### src/hw/rtl/flsa_pkg.sv
`default_nettype none

package flsa_pkg;

   localparam int unsigned POOL_SLOTS_DEFAULT = 64;
   localparam int unsigned SLOT_W             = 8;
   localparam int unsigned LINK_W             = 9;

   // End of list: bit 8 set, which no slot index can reach
   localparam logic [LINK_W-1:0] LINK_END = 9'h100;

   localparam logic CMD_ALLOC = 1'b0;
   localparam logic CMD_FREE  = 1'b1;

   localparam logic [1:0] STATUS_OK    = 2'd0;
   localparam logic [1:0] STATUS_EMPTY = 2'd1;
   localparam logic [1:0] STATUS_RANGE = 2'd2;

   typedef struct packed {
      logic              command;
      logic [SLOT_W-1:0] slot_index;
   } req_type;

   typedef struct packed {
      logic [SLOT_W-1:0] granted_slot;
      logic [1:0]        status;
   } rsp_type;

   typedef struct packed {
      logic              en;
      logic [SLOT_W-1:0] addr;
   } link_rd_type;

   typedef struct packed {
      logic              en;
      logic [SLOT_W-1:0] addr;
      logic [LINK_W-1:0] data;
   } link_wr_type;

endpackage

`default_nettype wire

### src/hw/rtl/flsa_link_mem.sv
`default_nettype none

module flsa_link_mem #(
   parameter int unsigned POOL_SLOTS = flsa_pkg::POOL_SLOTS_DEFAULT
) (
   input  wire                         clock,
   input  wire                         reset,
   input  flsa_pkg::link_rd_type       rd,
   input  flsa_pkg::link_wr_type       wr,
   output logic [flsa_pkg::LINK_W-1:0] rd_data
);
   import flsa_pkg::*;

   localparam int unsigned AddrW = (POOL_SLOTS > 1) ? $clog2(POOL_SLOTS) : 1;

   logic [LINK_W-1:0]     link_mem [POOL_SLOTS];
   logic [POOL_SLOTS-1:0] written_ff;
   logic [POOL_SLOTS-1:0] written_in;
   logic [LINK_W-1:0]     mem_q_ff;
   logic                  hit_ff;
   logic [LINK_W-1:0]     dflt_ff;
   logic [LINK_W-1:0]     dflt_in;
   logic [AddrW-1:0]      rd_addr;
   logic [AddrW-1:0]      wr_addr;

   assign rd_addr = rd.addr[AddrW-1:0];
   assign wr_addr = wr.addr[AddrW-1:0];

   // Power-up chain for entries never written: next slot, last one ends the list
   always_comb begin
      if (rd_addr == AddrW'(POOL_SLOTS - 1)) begin
         dflt_in = LINK_END;
      end else begin
         dflt_in = LINK_W'(rd_addr) + LINK_W'(1);
      end
   end

   always_comb begin
      written_in          = written_ff;
      written_in[wr_addr] = 1'b1;
   end

   always_ff @(posedge clock) begin
      if (wr.en) begin
         link_mem[wr_addr] <= wr.data;
      end
      if (rd.en) begin
         mem_q_ff <= link_mem[rd_addr];
         hit_ff   <= written_ff[rd_addr];
         dflt_ff  <= dflt_in;
      end
   end

   always_ff @(posedge clock) begin
      if (reset) begin
         written_ff <= '0;
      end else if (wr.en) begin
         written_ff <= written_in;
      end
   end

   assign rd_data = hit_ff ? mem_q_ff : dflt_ff;

endmodule

`default_nettype wire

### src/hw/rtl/flsa_rsp_reg.sv
`default_nettype none

module flsa_rsp_reg (
   input  wire               clock,
   input  wire               reset,
   input  wire               load,
   input  flsa_pkg::rsp_type rsp_in,
   input  wire               rsp_stall,
   output logic              rsp_valid,
   output flsa_pkg::rsp_type rsp,
   output logic              can_load
);
   import flsa_pkg::*;

   logic    rsp_valid_ff;
   logic    rsp_valid_in;
   rsp_type rsp_ff;

   assign can_load     = !rsp_valid_ff || !rsp_stall;
   // Hold a stalled result, drop it once taken
   assign rsp_valid_in = load || (rsp_valid_ff && rsp_stall);

   always_ff @(posedge clock) begin
      if (reset) begin
         rsp_valid_ff <= 1'b0;
      end else begin
         rsp_valid_ff <= rsp_valid_in;
      end
   end

   always_ff @(posedge clock) begin
      if (load) begin
         rsp_ff <= rsp_in;
      end
   end

   assign rsp_valid = rsp_valid_ff;
   assign rsp       = rsp_ff;

endmodule

`default_nettype wire

### src/hw/rtl/free_list_slot_allocator_top.sv
`default_nettype none

// Slot allocator over a pool of POOL_SLOTS slots kept as a linked free list:
// a head register and a one-entry-per-slot link memory. Allocate pops the head
// slot, free pushes the given slot; every request yields exactly one response.
// A request is accepted in ST_IDLE; an allocate then issues the link memory
// read of the head slot. ST_BUSY loads the response register and, on success,
// updates the head and writes the link back. A response waiting on rsp_stall
// holds ST_BUSY until the response register frees up. Right after reset the
// pool is the chain 0, 1, 2, ... with no clearing pass; per-slot written flags
// stand in for the power-up contents.
module free_list_slot_allocator_top #(
   parameter int unsigned POOL_SLOTS = flsa_pkg::POOL_SLOTS_DEFAULT
) (
   input  wire               clock,
   input  wire               reset,
   input  wire               req_valid,
   output logic              req_stall,
   input  flsa_pkg::req_type req,
   output logic              rsp_valid,
   input  wire               rsp_stall,
   output flsa_pkg::rsp_type rsp
);
   import flsa_pkg::*;

   localparam logic ST_IDLE = 1'b0;
   localparam logic ST_BUSY = 1'b1;

   logic              state_ff;
   logic              state_in;
   req_type           req_ff;
   logic [LINK_W-1:0] head_ff;
   logic [LINK_W-1:0] head_in;
   logic [LINK_W-1:0] rd_data;
   link_rd_type       link_rd;
   link_wr_type       link_wr;
   rsp_type           rsp_d;
   logic              accept;
   logic              head_ok;
   logic              idx_ok;
   logic              can_load;
   logic              finish;

   // Hold off requests while in reset or while a request is in flight
   assign req_stall = reset || (state_ff != ST_IDLE);
   assign accept    = req_valid && !req_stall;
   assign head_ok   = head_ff < LINK_W'(POOL_SLOTS);
   assign idx_ok    = {1'b0, req_ff.slot_index} < LINK_W'(POOL_SLOTS);
   assign finish    = (state_ff == ST_BUSY) && can_load;

   assign link_rd.en   = accept && (req.command == CMD_ALLOC) && head_ok;
   assign link_rd.addr = head_ff[SLOT_W-1:0];

   always_comb begin
      head_in      = head_ff;
      link_wr      = '0;
      rsp_d        = '0;
      rsp_d.status = STATUS_OK;
      if (req_ff.command == CMD_ALLOC) begin
         if (!head_ok) begin
            rsp_d.status = STATUS_EMPTY;
         end else begin
            head_in            = rd_data;
            link_wr.en         = finish;
            link_wr.addr       = head_ff[SLOT_W-1:0];
            link_wr.data       = LINK_END;
            rsp_d.granted_slot = head_ff[SLOT_W-1:0];
         end
      end else begin
         if (!idx_ok) begin
            rsp_d.status = STATUS_RANGE;
         end else begin
            head_in      = {1'b0, req_ff.slot_index};
            link_wr.en   = finish;
            link_wr.addr = req_ff.slot_index;
            link_wr.data = head_ff;
         end
      end
   end

   always_comb begin
      case (state_ff)
         ST_IDLE: state_in = accept ? ST_BUSY : ST_IDLE;
         ST_BUSY: state_in = finish ? ST_IDLE : ST_BUSY;
         default: state_in = ST_IDLE;
      endcase
   end

   always_ff @(posedge clock) begin
      if (reset) begin
         state_ff <= ST_IDLE;
         head_ff  <= '0;
      end else begin
         state_ff <= state_in;
         if (finish) begin
            head_ff <= head_in;
         end
      end
   end

   always_ff @(posedge clock) begin
      if (accept) begin
         req_ff <= req;
      end
   end

   flsa_link_mem #(
      .POOL_SLOTS(POOL_SLOTS)
   ) u_link_mem (
      .clock  (clock),
      .reset  (reset),
      .rd     (link_rd),
      .wr     (link_wr),
      .rd_data(rd_data)
   );

   flsa_rsp_reg u_rsp_reg (
      .clock    (clock),
      .reset    (reset),
      .load     (finish),
      .rsp_in   (rsp_d),
      .rsp_stall(rsp_stall),
      .rsp_valid(rsp_valid),
      .rsp      (rsp),
      .can_load (can_load)
   );

endmodule

`default_nettype wire

### config.mk
export PLATFORM = sky130hd
export DESIGN_NAME = free_list_slot_allocator_top
export DESIGN_NICKNAME = d
export VERILOG_FILES = /design/src/hw/rtl/flsa_pkg.sv /design/src/hw/rtl/flsa_link_mem.sv /design/src/hw/rtl/flsa_rsp_reg.sv /design/src/hw/rtl/free_list_slot_allocator_top.sv
export SDC_FILE = /design/constraint.sdc
export NUM_CORES = 1
export LEC_CHECK = 0
export BUFFER_PORTS_ARGS = -buffer_cell sky130_fd_sc_hd__buf_2
export CORE_UTILIZATION = 57
export CTS_CLUSTER_SIZE = 16
export DETAILED_ROUTE_END_ITERATION = 8
export GPL_ROUTABILITY_DRIVEN = 1
export PLACE_DENSITY = 0.82
export SYNTH_ARGS = -nofsm -noshare
export SYNTH_HDL_FRONTEND = slang
export SYNTH_SLANG_ARGS = --single-unit
### constraint.sdc
create_clock -name clock -period 3.5 [get_ports clock]
set_clock_uncertainty 0.2 [all_clocks]
set_input_delay 0.875 -clock clock [delete_from_list [all_inputs] [get_ports clock]]
set_output_delay 0.875 -clock clock [all_outputs]
set_load 0.02 [all_outputs]
# After elaboration in Yosys (flattened, before gate mapping)
# Memory sizes are Yosys's and may differ from the RTL's. A register that Yosys moved wholly into a read port is not among the register bits.
# Cells that the tools add are included.
[op_classes]
addsub = 1
magnitude_cmp = 5
n_eq_ne = 2
muxes = 19
bitwise_logic = 4
reduce_logical = 15
[ops]
columns = ["operator", "n"]
rows = [
  ["64-bit bitwise OR", 1],
  ["18-bit two-way mux", 3],
  ["9-bit two-way mux", 4],
  ["6-bit by 7-bit < comparator with 1-bit output, second input constant", 2],
  ["9-bit by 7-bit < comparator with 1-bit output, second input constant", 1],
  ["8-bit by 7-bit < comparator with 1-bit output, second input constant", 1],
  ["6-bit by 1-bit adder with 7-bit output, second input constant", 1],
  ["1-bit two-way mux", 7],
  ["1-bit binary-select mux with 6-bit select", 1],
  ["1-bit demux with 6-bit select", 1],
  ["6-bit == test, second input constant", 1],
  ["6-bit by 1-bit >= comparator with 1-bit output, second input constant", 1],
  ["1-bit logical AND", 6],
  ["2-bit two-way mux", 2],
  ["1-bit logical NOT", 3],
  ["1-bit logical OR", 3],
  ["1-bit inverter", 3],
  ["3-bit AND reduction", 1],
  ["2-bit by 1-bit inequality test with 1-bit output, second input constant", 1],
  ["1-bit case mux with 2 select lines", 1],
  ["2-bit nonzero test", 1],
  ["2-bit OR reduction", 1],
]
[totals]
reg_bits = 104
mem_bits_rw = 576
input_bits = 13
output_inout_bits = 12
word_cells = 57
memories = 1
[memory_table]
columns = ["name", "depth", "word_bits", "read_ports", "rd_ports_with_merged_regs", "wr", "line_no", "rtl"]
rows = [
  ["u_link_mem.link_mem", 64, 9, 1, 1, 1, "flsa_link_mem.sv:16", "logic [LINK_W-1:0] link_mem [POOL_SLOTS];"],
]

# Logic depth before layout (Yosys ltp)
# Gate-level depths: netlist of run 1.
[depth]
ltp_word = 10
depth_mapped = 10
mapped_depth_nobuf = 7

# Modules after synthesis
# A second synthesis of run 1 with hierarchy kept.
[hier_totals]
cells_unflattened = 1512
hier_area_um2 = 26863.3
[by_module_without_submodules]
columns = ["module", "instances", "cells_each", "area_each_um2", "seq_area_each_um2"]
rows = [
  ["flsa_link_mem", 1, 1402, 25497.0, 19118.3],
  ["free_list_slot_allocator_top", 1, 96, 1033.5, 470.5],
  ["flsa_rsp_reg", 1, 14, 332.8, 320.3],
]

# Least setup slack after synthesis of run 1
# OpenSTA, ideal clock, no wires.
[synth_timing]
path_type = "input-to-reg"
from = "input reset"
to = "register u_link_mem.dflt_ff[0] (enable)"
arrival_ns = 2.999
slack_ns = -0.139
path_stages = 2
path_cell_list = "or2_2 > nor4_1"
[synth_lines]
columns = ["element", "line_no", "rtl"]
rows = [
  ["start, declared", "free_list_slot_allocator_top.sv:16", "input wire reset,"],
  ["end signal, assigned", "flsa_link_mem.sv:50", "dflt_ff <= dflt_in;"],
  ["end, declared", "flsa_link_mem.sv:21", "logic [LINK_W-1:0] dflt_ff;"],
]

# Worst setup path in the final report of run 1
[layout_timing]
from = "register req_ff[8] in the netlist's numbering"
to = "memory u_link_mem.link_mem[58][6] (enable)"
[layout_via]
elab_chain_len = 3
[layout_lines]
columns = ["element", "line_no", "rtl"]
rows = [
  ["start, declared", "free_list_slot_allocator_top.sv:31", "req_type req_ff;"],
  ["start signal, assigned", "free_list_slot_allocator_top.sv:103", "req_ff <= req;"],
  ["18-bit two-way mux (*)", "free_list_slot_allocator_top.sv:59", "if (req_ff.command == CMD_ALLOC) begin"],
  ["1-bit two-way mux", "flsa_link_mem.sv:44", "if (wr.en) begin"],
  ["1-bit two-way mux (not written as such)", "flsa_link_mem.sv:45", "link_mem[wr_addr] <= wr.data;"],
  ["end, declared", "flsa_link_mem.sv:16", ""],
]
# Mark *: on every way between the ends. The rest lies on a longest branch, timed or not.

==> flow_summary_export.csv, run 1 <==
group,metric,value,unit
floorplan,ios,25,
sta,hold_viol,0,
sta,rsz0062_at_grt,"no",
clock_network,clk_pin_slew_worst_paths,60,ps
cells_and_area,multi_input_area,0.006769,mm2
critical_path,critPathMaxFanout,22,
floorplan,initial_core_util,58.11,%
yosys,synth.yosys.seq_area_share,73.28,%
clock_network,holdBufCountCts,0,
sta,fmax,0.3173,GHz
status,status,"complete, but fails checks",
power_and_ir_drop,vdd_drop_max,0.3450,mV
placement,finalWeightedCongestion,0.8999,
yosys,syn_inst,1463,
sta,fin_crit_sh,90.05,%
routing,finalWirelength,63880,um
min_path,min_from,"req[2]",
cells_and_area,synthToLayoutAreaGrowth,13.37,%
routing,wl_per_cell,28.19,um
yosys,synth_cell_types,57,
clock_network,cts-root-buf,"clkbuf_16",
sta,hold_slack,259.7,ps
cells_and_area,layout_commonest_cell,"edfxtp_1",
sta,layout_setup_ws,348.3,ps
clock_network,clock_path_buffers,3,
clock_network,cts_setup_buffers,0,
status,violations,"DRC",
grt,grt_overflow,0,
flow_run,cap_violations,0,
yosys,async_reset_ff_share,0,%
routing,ant_nets,0,
sta,max_slew.worst_pin.slew,838.8,ps
critical_path,worstPathRequired,3590,ps
critical_path,criticalPathCategory,"reg -> reg",
cells_and_area,layout.cells.most_common_list,"613 x edfxtp_1, 174 x nor2_1, 140 x mux4_2",
yosys,netlist_top_cells_area,"edfxtp_1 68%, mux4_2 12%, dfxtp_1 5.5%",
yosys,netlist.area_leader.share,67.75,%
grt,antenna_found_initial,4,
yosys,synth-edff-count,613,
sta,setup_viol,0,
critical_path,cp-end-kind,"flip-flop",
clock_network,cts_tree,"built",
routing,routed_via_density,6.539,
power_and_ir_drop,p_per_area,536.7,mW/mm2
yosys,ys_seq_elements,688,
clock_network,cts_sinks,688,
routing,drt_iter0_markers,1966,
grt,grt_max_degree,76,
grt,track_usage,27.17,%
routing,vias,14818,
floorplan,row_count,79,
yosys,netlist_area,0.02717,mm2
clock_network,cts_buffers,68,
placement,numPlacedInstances,2140,
power_and_ir_drop,leakage,0.009721,uW
sta,slew_violations,0,
floorplan,core,0.04675,mm2
placement,portBuffers,24,
cells_and_area,area.sequential,0.01992,mm2
floorplan,die_x,220.3,um
cells_and_area,fillerInstances,2860,
min_path,hold_class,"in -> reg",
yosys,yosysTopAreaCell,"edfxtp_1",
cells_and_area,nets,1617,
cells_and_area,stdcell_count,2266,
critical_path,worstPathArrival,3240,ps
floorplan,die_area,0.04854,mm2
placement,place_hpwl,38320,um
sta,fin_tns_setup,0,ps
sta,slew_headroom,43.95,%
clock_network,cts.repair.resized,0,
grt,grt_pass1_vias,15053,
grt,grt_pass1_wl,94500,um
sta,min_period,3152,ps
cells_and_area,antenna_cells,0,
clock_network,clock_latency,590,ps
cells_and_area,finish.utilization,65.88,%
yosys,post_synth.cell_area_avg,18.57,um2
routing,drc,5,
clock_network,h-tree-depth,3,
cells_and_area,layout-drive-gt1-share,26.82,%
floorplan,fp.dieH,220.3,um
yosys,synth_ff_type,"edfxtp_1",
critical_path,reg2reg_from,"req_ff[8]",
critical_path,critPathLaunchType,"flip-flop",
yosys,yosys_warnings,0,
placement,place_ws,363.5,ps
critical_path,startpoint,"req_ff[8]",
routing,first_pass_iters,7,
## path summary, 6_finish.rpt
kind / end / slack [ps] / cells past startpoint
min reg2reg: u_link_mem.written_ff[4] / 270 / 2
max: u_link_mem.link_mem[58][6] / 350 / 7
max reg2reg: u_link_mem.link_mem[58][6] / 350 / 7
min: req_ff[2] / 260 / 1
## through the flow
| stage | cell area [um2] | power [uW] |
|---|---|---|
| after floorplan | 27180 | 9407 |
| after global placement | 28630 | 9545 |
| after detailed placement | 28630 | 9556 |
| after CTS | 30800 | 16590 |
| after global routing | 30800 | 16940 |
| final | 30800 | 16530 |
## power by group
part / leakage [uW] / switching, uW / internal [uW]
registers: 0.00618 / 31.9 / 8870
clock network: 0.00106 / 3010 / 4130
logic: 0.00247 / 308 / 186
total: 0.00972 / 3350 / 13200
## worst max-delay path: stages, from the launching register on
cell and delay [ps]:
edfxtp_1 470, nor3b_4 190, buf_4 230, a22o_4 300
nor2_1 290, nand2_1 600, nor2_1 330, buf_4 230
## cell families after synthesis
| logic type | synth area share, % |
|---|---|
| DFF | 73.28 |
| muxes | 14.99 |
| AOI/OAI and AO/OA | 4.592 |
| and+or+nand+nor | 5.024 |
| buffers and inverters | 1.962 |
| xor gates and xnor gates | 0.09673 |
| adders and majority gates | 0.04605 |
| other | 0.01380 |
## routing by layer
metal | wire, um | vias to the layer above | track usage, %
met5 | 37 | - | 0
met4 | 2599 | 6 | 11.24
met3 | 6678 | 188 | 7.203
met2 | 30340 | 967 | 42.50
met1 | 24220 | 7485 | 36.50
li1 | - | 6172 | -
## registers in the layout (all words and copies together), names as in the netlist
signal,flops
u_link_mem.dflt_ff,8
u_link_mem.hit_ff,1
u_link_mem.link_mem,576
req_ff,9
state_ff,1
u_link_mem.written_ff,64
head_ff,9
u_rsp_reg.rsp,10
u_rsp_reg.rsp_valid,1
u_link_mem.mem_q_ff,9
## Yosys cell counts, drive strengths merged (3+ instances only)
library cell    n
nor3           13
nand2b          5
and2           15
nand3           6
mux4          140
mux2i          76
a211oi         10
o21ai           9
a22o           10
nor2          174
mux2           14
clkbuf         27
nor2b          10
a21oi          76
buf            52
a211o           6
a22oi          10
a221oi          4
dfxtp          75
nor4           12
nand2          30
o31ai           6
edfxtp        613
a31o            4
o22ai          32
or2             3
o221ai         14
## cell type report
type                            instances  area share, %
Clock inverter                         34          1.024
Inverter                                2        0.02437
Clock buffer                           92          6.044
Sequential cell                       688          64.67
Multi-Input combinational cell        696          21.98
Tap cell                              607          2.466
Timing Repair Buffer                  147          3.794
(Power assumes the default switching activity.)
==> run 2, diff against run 1 <==
--- a/config.mk
+++ b/config.mk
@@ -6,11 +6,11 @@
 export NUM_CORES = 1
 export LEC_CHECK = 0
 export BUFFER_PORTS_ARGS = -buffer_cell sky130_fd_sc_hd__buf_2
-export CORE_UTILIZATION = 57
+export CORE_UTILIZATION = 44
 export CTS_CLUSTER_SIZE = 16
 export DETAILED_ROUTE_END_ITERATION = 8
 export GPL_ROUTABILITY_DRIVEN = 1
-export PLACE_DENSITY = 0.82
+export PLACE_DENSITY = 0.67
 export SYNTH_ARGS = -nofsm -noshare
 export SYNTH_HDL_FRONTEND = slang
 export SYNTH_SLANG_ARGS = --single-unit
==> run 2 against run 1 <==
Effect of this change: the run now ends clean; global-route usage is 6.8 points lower; register-to-register slack lost 40 ps; utilization is 14 points lower; worst hold slack worse by 3.2 ps; sequential share of layout area fell by 0.81 points; critical path depth is 1 lower.
==> flow_summary_export.csv, run 2 (synthesized netlist as in run 1, its figures left out) <==
group,metric,value,unit
floorplan,initial_core_util,44.76,%
critical_path,r2r_slack,300,ps
power_and_ir_drop,p_total,16820,uW
floorplan,fp.dieH,250.5,um
power_and_ir_drop,internal-power,13500,uW
power_and_ir_drop,p_seq_share,53.0,%
cells_and_area,antenna_cells,0,
placement,place_hpwl,39310,um
cells_and_area,multi_input_area,0.006769,mm2
clock_network,h-tree-depth,3,
cells_and_area,synthToLayoutAreaGrowth,14.82,%
critical_path,path_cells,"nor3b_4 > buf_12 > a22o_4 > nor2_1 > nand2_1 > nor2_1",
sta,fin_crit_sh,91.32,%
critical_path,worstPathArrival,3220,ps
power_and_ir_drop,p_clk_share,44.1,%
critical_path,critPathMaxFanout,22,
critical_path,r2r_end,"u_link_mem.link_mem[60][1]",
cells_and_area,top_register,"u_link_mem.link_mem",
power_and_ir_drop,switching_share,19.75,%
critical_path,critPathLaunchType,"flip-flop",
grt,antenna_found_initial,0,
sta,max_slew.worst_pin.slew,1037,ps
floorplan,die_x,250.5,um
placement,numPlacedInstances,2319,
routing,wl_per_cell,25.73,um
critical_path,crit_top_cell,"nor2_1",
min_path,hold_class,"in -> reg",
routing,drc,0,
placement,finalWeightedCongestion,0.9005,
clock_network,clk_pin_slew_worst_paths,60,ps
cells_and_area,fin_area,0.03119,mm2
grt,grt_overflow,0,
grt,track_usage,20.33,%
critical_path,worstPathBufferInverterCount,1,
power_and_ir_drop,power_frac_comb,2.9,%
clock_network,clock_latency,600,ps
power_and_ir_drop,switchingPower,3322,uW
cells_and_area,layout_commonest_cell,"edfxtp_1",
placement,portBuffers,24,
power_and_ir_drop,vdd_drop_max,0.3355,mV
power_and_ir_drop,leakage,0.009796,uW
clock_network,clock_path_buffers,3,
sta,fin_tns_setup,0,ps
clock_network,cts.repair.resized,0,
routing,finalWirelength,62840,um
cells_and_area,stdcell_count,2442,
clock_network,cts_setup_buffers,0,
routing,vias,14300,
sta,hold_viol,0,
min_path,min_from,"req[2]",
cells_and_area,nets,1624,
power_and_ir_drop,p_per_area,539.2,mW/mm2
status,status,"finished, final reports clean",
clock_network,cts-root-buf,"clkbuf_16",
cells_and_area,fillerInstances,4758,
cells_and_area,area.sequential,0.01992,mm2
clock_network,holdBufCountCts,0,
sta,fmax,0.3129,GHz
cells_and_area,largest_reg_flops,576,
flow_run,cap_violations,0,
floorplan,row_count,90,
sta,setup_viol,0,
sta,rsz0062_at_grt,"no",
routing,ant_nets,0,
grt,grt_max_degree,76,
clock_network,cts_tree,"built",
cells_and_area,layout-drive-gt1-share,26.99,%
critical_path,ff2ff_path_depth,6,
critical_path,reg2reg_from,"req_ff[8]",
routing,first_pass_iters,7,
sta,slew_violations,0,
critical_path,cp_slowest_cell,"nor2_1",
routing,routed_via_density,5.856,
critical_path,cp-end-kind,"flip-flop",
floorplan,ios,25,
clock_network,cts_buffers,71,
clock_network,cts_sinks,688,
floorplan,core,0.06070,mm2
routing,drt_iter0_markers,1430,
min_path,hold_depth,1,
critical_path,slowest_delay,820,ps
min_path,hold-path-endpoint,"req_ff[2]",
grt,grt_pass1_wl,93840,um
critical_path,cp_top_family,"simple AND/OR/NAND/NOR gates",
critical_path,worstPathRequired,3520,ps
cells_and_area,layout.cells.most_common_list,"613 x edfxtp_1, 174 x nor2_1, 140 x mux4_2",
grt,grt_pass1_vias,14509,
critical_path,criticalPathCategory,"reg -> reg",
sta,min_period,3196,ps
sta,slew_headroom,30.63,%
floorplan,die_area,0.06275,mm2
placement,place_area,0.02892,mm2
## run 2: cell count changes in the layout (fill, tap and decap cells not counted)
cell / previous run / this run
buf_12: 10 / 14
inv_6: 7 / 1
clkbuf_2: 1 / 0
clkinv_4: 0 / 1
clkbuf_1: 16 / 14
clkbuf_8: 4 / 1
clkinv_2: 8 / 11
clkbuf_4: 2 / 1
clkinvlp_2: 0 / 1
clkbuf_16: 69 / 73
inv_8: 0 / 1
bufinv_16: 5 / 8
clkinvlp_4: 3 / 0
## run 2: power by group through the flow
stage,combinational (uW),clock [uW],sequential [uW]
final,493,7420,8910
after floorplan,343,0,9060
after global routing,522,7850,8910
after CTS,494,7540,8910
after global placement,484,0,9080
after detailed placement,492,0,9080
## run 2: worst max-delay path by stage
stage | from | to | slack (ps) | depth (start not counted)
floorplan | rsp_stall | u_link_mem.link_mem[20][0] | 320 | 7
global placement | rsp_stall | u_link_mem.link_mem[36][0] | 220 | 8
detailed placement | rsp_stall | u_link_mem.link_mem[36][3] | 120 | 8
CTS | head_ff[0] | u_link_mem.mem_q_ff[6] | 300 | 7
global route | req_ff[8] | u_link_mem.link_mem[60][6] | 140 | 6
finish | req_ff[8] | u_link_mem.link_mem[60][1] | 300 | 6
## run 2: worst reg2reg max path: stages, from the launching register on
cell and delay (ps):
edfxtp_1 500, nor3b_4 210, buf_12 160, a22o_4 280, nor2_1 240, nand2_1 400
nor2_1 820
## run 2: cell type report
| type | count | share of cell area, % |
|---|---|---|
| clock buffers | 89 | 6.093 |
| clock inverters | 34 | 1.187 |
| inverters | 2 | 0.02407 |
| multi-input cells | 696 | 21.70 |
| flip-flops and latches | 688 | 63.86 |
| well taps | 782 | 3.137 |
| repair buffers | 151 | 4.003 |
## run 2: metrics by stage
step / hold slack, ps / utilization [%] / setup slack [ps]
2_1_floorplan: 231.5 / - / 317.3
3_3_place_gp: 241.2 / 47.65 / 217.7
3_5_place_dp: 248.7 / 47.65 / 119.6
4_1_cts: 227.5 / 51.40 / 295.4
5_1_grt: 231.0 / 51.40 / 138.0
6_report: 256.5 / 51.40 / 303.7
## run 2: metal layers
metal	vias up	routed length, um	global-route usage (%)
li1	6184	-	-
met4	0	1783	7.152
met2	565	29860	32.04
met5	-	0	0
met1	7447	26760	28.43
met3	104	4441	3.814
